`src/rtl/core/msl_pkg.sv`:
```
// Shared types, constants and register codes for the multi-stack LIFO unit.
package msl_pkg;

   localparam int NUM_STACKS_DEF  = 8;
   localparam int STACK_DEPTH_DEF = 32;

   localparam int SEL_W      = 3;
   localparam int VALUE_W    = 32;
   localparam int LEVEL_W    = 32;
   localparam int CSR_INDEX_W = 2;

   localparam logic [CSR_INDEX_W-1:0] CSR_POP_PROTECT  = CSR_INDEX_W'(0);
   localparam logic [CSR_INDEX_W-1:0] CSR_PUSH_PROTECT = CSR_INDEX_W'(1);

   // one stack word: flag bit above the 32-bit value
   typedef struct packed {
      logic               flag;
      logic [VALUE_W-1:0] value;
   } word_type;

   // per-request outcome of the level update
   typedef struct packed {
      logic [LEVEL_W-1:0] level;
      logic               pop_fault;
      logic               push_fault;
      logic               pop_sticky;
      logic               push_sticky;
      logic               push_done;
   } step_type;

endpackage

```
`src/rtl/core/msl_history.sv`:
```
// Cached top words of all stacks and the snapshot history registers.
module msl_history #(
   parameter int NUM_STACKS = msl_pkg::NUM_STACKS_DEF,
   localparam int IDX_W = (NUM_STACKS > 1) ? $clog2(NUM_STACKS) : 1
) (
   input  logic                                       clock,
   input  logic                                       reset,
   input  logic                                       advance,
   input  logic                                       sel_ok,
   input  logic [IDX_W-1:0]                           idx,
   input  logic                                       clear_req,
   input  logic                                       snapshot_req,
   input  logic                                       push_done,
   input  msl_pkg::word_type                          push_word,
   input  msl_pkg::word_type                          rd_word,
   input  logic [NUM_STACKS-1:0][msl_pkg::LEVEL_W-1:0] levels,
   output msl_pkg::word_type                          top_word,
   output msl_pkg::word_type                          hist_word,
   output logic [msl_pkg::LEVEL_W-1:0]                hist_level
);
   import msl_pkg::*;

   word_type [NUM_STACKS-1:0]              top_ff, top_in;
   word_type [NUM_STACKS-1:0]              saved_top_ff, saved_top_in;
   logic     [NUM_STACKS-1:0][LEVEL_W-1:0] saved_lvl_ff, saved_lvl_in;

   always_comb begin
      for (int k = 0; k < NUM_STACKS; k++) begin
         top_in[k]       = top_ff[k];
         saved_top_in[k] = saved_top_ff[k];
         saved_lvl_in[k] = saved_lvl_ff[k];
         if (sel_ok && (IDX_W'(k) == idx)) begin
            top_in[k] = push_done ? push_word : rd_word;
            if (clear_req) begin
               saved_top_in[k] = '0;
               saved_lvl_in[k] = '0;
            end
         end
         if (snapshot_req) begin
            saved_top_in[k] = top_in[k];
            saved_lvl_in[k] = levels[k];
         end
      end
   end

   always_ff @(posedge clock) begin
      if (reset) begin
         top_ff       <= '0;
         saved_top_ff <= '0;
         saved_lvl_ff <= '0;
      end else if (advance) begin
         top_ff       <= top_in;
         saved_top_ff <= saved_top_in;
         saved_lvl_ff <= saved_lvl_in;
      end
   end

   assign top_word   = top_in[idx];
   assign hist_word  = saved_top_in[idx];
   assign hist_level = saved_lvl_in[idx];

endmodule

```
`config.mk`:
```
export PLATFORM = sky130hd
export DESIGN_NAME = msl_history
export DESIGN_NICKNAME = d
export VERILOG_FILES = /design/src/rtl/core/msl_pkg.sv /design/src/rtl/core/msl_history.sv
export SDC_FILE = /design/constraint.sdc
export NUM_CORES = 2
export LEC_CHECK = 0
export BUFFER_PORTS_ARGS = -buffer_cell sky130_fd_sc_hd__buf_2
export CAP_MARGIN = 40
export CORE_MARGIN = 3
export CORE_UTILIZATION = 35
export DETAILED_ROUTE_END_ITERATION = 8
export HOLD_SLACK_MARGIN = 0.12
export SLEW_MARGIN = 10
export SYNTH_ARGS = -nofsm -noshare
export SYNTH_HDL_FRONTEND = slang
export SYNTH_SLANG_ARGS = --single-unit
```
`constraint.sdc`:
```
create_clock -name clock -period 3 [get_ports clock]
set_input_delay 0 -clock clock [delete_from_list [all_inputs] [get_ports clock]]
set_output_delay 0 -clock clock [all_outputs]
set_load 0.1 [all_outputs]
```
Word level (Yosys, flattened, before mapping) --
Cells that the tools add are included.
Cells by class: add/subtract/negate cells 0, multipliers 0, div/mod/pow operators 0, $lt $le $gt $ge 1, equality and inequality tests 7, shift operators 0, multiplexer cells 63, bitwise logic cells 0, reductions and logical operators 9
Operators by type and width (count):
- 33-bit 2-to-1 mux | 35
- 32-bit 2-to-1 mux | 25
- 33-bit binary-select mux with 3-bit select | 2
- 32-bit binary-select mux with 3-bit select | 1
- 3-bit equality test, first input constant | 4
- 1-bit logical AND | 8
- 2-bit by 3-bit equality test with 1-bit output, first input constant | 2
- 3-bit by 4-bit < comparator with 1-bit output, second input constant | 1
- 1-bit by 3-bit equality test with 1-bit output, first input constant | 1
- 3-bit logical NOT | 1
Word-level totals: bits in registers 784, bits in latches 0, memory bits (writable) 0, memory bits (read-only) 0, output and inout bits 98, memories kept 0

Depth between registers and ports, before layout --
word-level depth 6, depth in mapped cells 11, gate-level depth less buffers 6

Worst setup path before layout --
OpenSTA, ideal clock, no wires.
path kind input-to-output, from input idx[2], to output hist_word[24] (netlist name), arrival 3758 ps, data required time 3000 ps, path slack -758 ps, stages on the path 9, buffers on the path 3, path through buf_4 > and3_1 > buf_2 > a21oi_2 > buf_2 > a22oi_1 > o211a_1 > o21bai_1 > a221oi_1
RTL lines:
- from (decl) | line msl_history.sv:10 | input logic [IDX_W-1:0] idx,
- to (decl) | line msl_history.sv:18 | output msl_pkg::word_type hist_word,

==> results.py <==
metrics = {
    "outcome": {
        "status": "finished, final reports clean",
    },
    "timing": {
        "min_period_ns": 2.93,
        "slew-limit-headroom_pct": 43.9,
        "timing.final.max_slew_violations": 0,
        "final.setup_skew_ns": 0.0313,
        "finalCritPeriodShare_pct": 97.6,
        "timing.final.ws_setup_ns": 0.0717,
        "tightest_slew_ns": 0.841,
        "fin_tns_setup_ns": 0,
        "hold_viol": 0,
        "max_clock_freq_mhz": 342,
        "finalSetupViolCount": 0,
    },
    "setup_path": {
        "crit_chain": "dlygate4sd3_1, buf_2, mux2i_1, dlygate4sd3_1, buf_4, o21ai_0, mux2_2, mux4_2, buf_4",
        "worst_setup_path_start_kind": "primary input",
        "r2r-end": "saved_lvl_ff[155]$_SDFFE_PP0P_",
        "biggest_cell_delay_along_the_critical_path_ns": 0.59,
        "cp-end-kind": "output pin",
        "critical_path_required_ns": 3.00,
        "criticalPathCategory": "primary input to output pin",
        "crit_path_max_fanout": 6,
        "timing.rr.start": "saved_lvl_ff[155]$_SDFFE_PP0P_",
        "r2r.worst_path.cells": 4,
        "cp_data_arrival_time_ns": 2.93,
        "critPathCapture": "top_word[21]",
        "worstSetupStartpoint": "push_word[21]",
        "worst-r2r-setup-slack_ns": 1.18,
        "worst_path_max_delay_cell": "sky130_fd_sc_hd__dlygate4sd3_1",
    },
    "global_route": {
        "first_global_vias": 40200,
        "grt_start_max_net_pins": 144,
        "global_route.usage.total_pct": 29.6,
        "grt_antenna_before_repair": 18,
        "gr-total-overflow": 0,
        "first_pass_grt_wire_length_um": 268000,
    },
    "drt": {
        "route.final.wire_length_um": 185000,
        "routed_wire_length_per_instance_um": 26.9,
        "length_of_the_first_detailed_routing_pass_in_iterations": 8,
        "detail_route.iter0.violations": 5692,
        "drt-vias-per-instance": 6.21,
        "drt.antenna.violating_nets": 0,
        "detailroute.via_count": 42600,
        "drcViolationCount": 0,
    },
    "clock_tree": {
        "clock_path_buffers": 3,
        "numClockSinks": 784,
        "root_buffer": "sky130_fd_sc_hd__clkbuf_16",
        "cts_made_buffers": 87,
        "post_cts_setup_buffer_count": 0,
        "clkLatencyLatePin_ns": 0.67,
        "clk_transition_reported_paths_ns": 0.06,
        "tritoncts_clock_tree": "built",
        "cts_h_tree_depth": 3,
    },
    "pwr": {
        "p_sw_mw": 8.61,
        "p_seq_share_pct": 38.9,
        "peak_ir_drop_on_the_vdd_network_mv": 0.437,
        "comb_power_share_pct": 21.2,
        "fin_total_pwr_mw": 28.0,
        "power_frac_clock_pct": 39.9,
        "cell_internal_pwr_mw": 19.4,
        "power.leakage_nw": 20.7,
        "pwr_density_cell_nw_per_um2": 521,
        "swShare_pct": 30.7,
    },
    "synthesis": {
        "ys_seq_elements": 784,
        "syn-instance-count": 4564,
        "ys_dominant_reg_cell": "sky130_fd_sc_hd__dfxtp_1",
        "largest_family_of_logic_cells_by_synthesized_area": "compound AO/OA/AOI/OAI gates",
        "synth_adder_area_share_pct": 0,
        "post_synth_xor_area_fraction_pct": 0,
        "yosysUniqueCellTypes": 61,
        "synth_compound_area_share_pct": 28.4,
        "seq_total_area_yosys_pct": 39.1,
        "synth_simple_gate_area_share_pct": 12.4,
        "asr_flop_ratio_synth_pct": 0,
        "number_of_flops_mapped_to_enable_cells_by_yosys": 0,
        "synthesis.area_per_instance_um2": 8.80,
        "yosysWarningCount": 0,
        "synth_nets": 4896,
        "yosys-mux-area-fraction_pct": 14.7,
        "netlist_area_um2": 40200,
    },
    "finish": {
        "mostFrequentLayoutCell": "sky130_fd_sc_hd__nor2_1",
        "flow.area_growth_from_synthesis_pct": 33.9,
        "layout.area.seq_um2": 15700,
        "multi_input_gate_area_in_the_final_layout_um2": 22600,
        "num-nets-final": 5618,
        "mostFrequentLayoutCells": "941 x sky130_fd_sc_hd__nor2_1, 784 x sky130_fd_sc_hd__dfxtp_1, 525 x sky130_fd_sc_hd__a22oi_1, 473 x sky130_fd_sc_hd__dlygate4sd3_1, 343 x sky130_fd_sc_hd__buf_2",
        "drive_above_1_share_pct": 20.4,
        "postLayoutCellArea_um2": 53800,
        "fillerInstances": 10600,
    },
    "place": {
        "place_congestion": 0.933,
        "placed_cell_area_um2": 46100,
        "portBuffers": 429,
        "dp_worst_setup_slack_ns": 0.228,
        "post-dp-hpwl_um": 119000,
    },
    "floorplanning": {
        "die_width_um": 345,
        "initial_utilization_pct": 35.5,
        "standard_cell_rows": 123,
        "chipHeight_um": 345,
        "fp.dieArea_um2": 119000,
        "placeableCoreArea_um2": 113000,
        "i_o_pins": 430,
    },
    "flow_run": {
        "drv_cap": 0,
    },
    "min_path": {
        "worst_hold_path_type": "primary input to register",
    },
}
[routing by layer]
metal  GRT usage, %  vias up  share of wire, %  routed length [um]
met3           6.74      477                11               19500
met4           15.9        6               6.0               11100
met5              0        -             0.025                  46
met1           38.0    20800                39               72300
met2           46.0     2642                44               81800
li1               -    18700                 -                   -
[repair_timing]
item,4_1_cts,5_1_grt
endpoints found under the setup margin,0,13
hold endpoints to repair,610,0
gates resized for setup,0,11
hold buffers,473,0
[kinds of logic (layout without fill, tap and decap cells)]
family,after synthesis,in the layout
AOI/OAI and AO/OA,1525,1525
buffers and inverters,514,1301
DFF,784,784
muxes,497,497
other,0,20
and+or+nand+nor,1244,1244
[cells in the mapped netlist (all sizes together), types with 5 or more instances]
library cell	n	area, um2
o211a	25	250
a22oi	525	3940
o22a	13	114
o221ai	14	123
o22ai	76	475
a2bb2oi	32	280
clkbuf	317	1190
mux4	57	1280
nand2b	9	56.3
and2	25	156
a221oi	99	867
a221o	31	310
a21oi	147	788
a211oi	126	946
a211o	10	87.6
nor3	34	170
mux2	147	1660
a22o	19	166
a32oi	222	1940
nor2	948	3560
dfxtp	784	15700
mux2i	293	2960
o21bai	5	37.5
nor2b	5	31.3
buf	192	985
o21ai	129	646
o2111ai	19	166
inv	5	18.8
and3	7	43.8
nand3	29	145
o211ai	11	82.6
nand2	172	646
[flip-flops by register name, indices dropped and copies added, names as in the netlist]
| signal | cells |
|---|---|
| saved_top_ff | 264 |
| top_ff | 264 |
| saved_lvl_ff | 256 |
[worst max-delay path, delay by kind of cell]
family          cells  cell delay [ns]
mux                 3             0.99
compound gates      1             0.16
buf+inv             5             1.75
[worst min-delay path by stage]
stage,from,to,cells past startpoint
finish,snapshot_req,saved_top_ff[27]$_SDFFE_PP0P_,4
global route,levels[20],saved_lvl_ff[20]$_SDFFE_PP0P_,4
floorplan,levels[11],saved_lvl_ff[11]$_SDFFE_PP0P_,2
CTS,levels[167],saved_lvl_ff[167]$_SDFFE_PP0P_,4
global placement,levels[23],saved_lvl_ff[23]$_SDFFE_PP0P_,3
detailed placement,levels[23],saved_lvl_ff[23]$_SDFFE_PP0P_,3
[cell type report]
class                      count  share of cell area, %
tap                         1500                   3.49
clock buffer                 139                   5.09
inverter                       5                 0.0395
sequential                   784                   29.2
multi-input combinational   3266                   42.0
antenna                       20                 0.0930
clock inverter                15                  0.326
timing repair buffer        1142                   19.8
[metrics by stage]
stage / hold slack, ns / cells / utilization [%]
floorplan: 0.148 / 4564 / -
global placement: 0.260 / 6222 / 40.6
detailed placement: 0.267 / 6224 / 40.7
CTS: 0.127 / 6851 / 47.4
global route: 0.164 / 6859 / 47.5
finish: 0.147 / 6871 / 47.5
[power by group through the flow]
stage | combinational [mW] | clock [mW] | sequential [mW]
after floorplan | 3.10 | 0 | 11.1
after global placement | 5.23 | 0 | 11.1
after detailed placement | 5.25 | 0 | 11.1
after CTS | 5.80 | 11.2 | 10.9
after global routing | 6.16 | 11.6 | 10.9
final | 5.94 | 11.2 | 10.9
No activity file was read; power rests on OpenSTA's default activity.
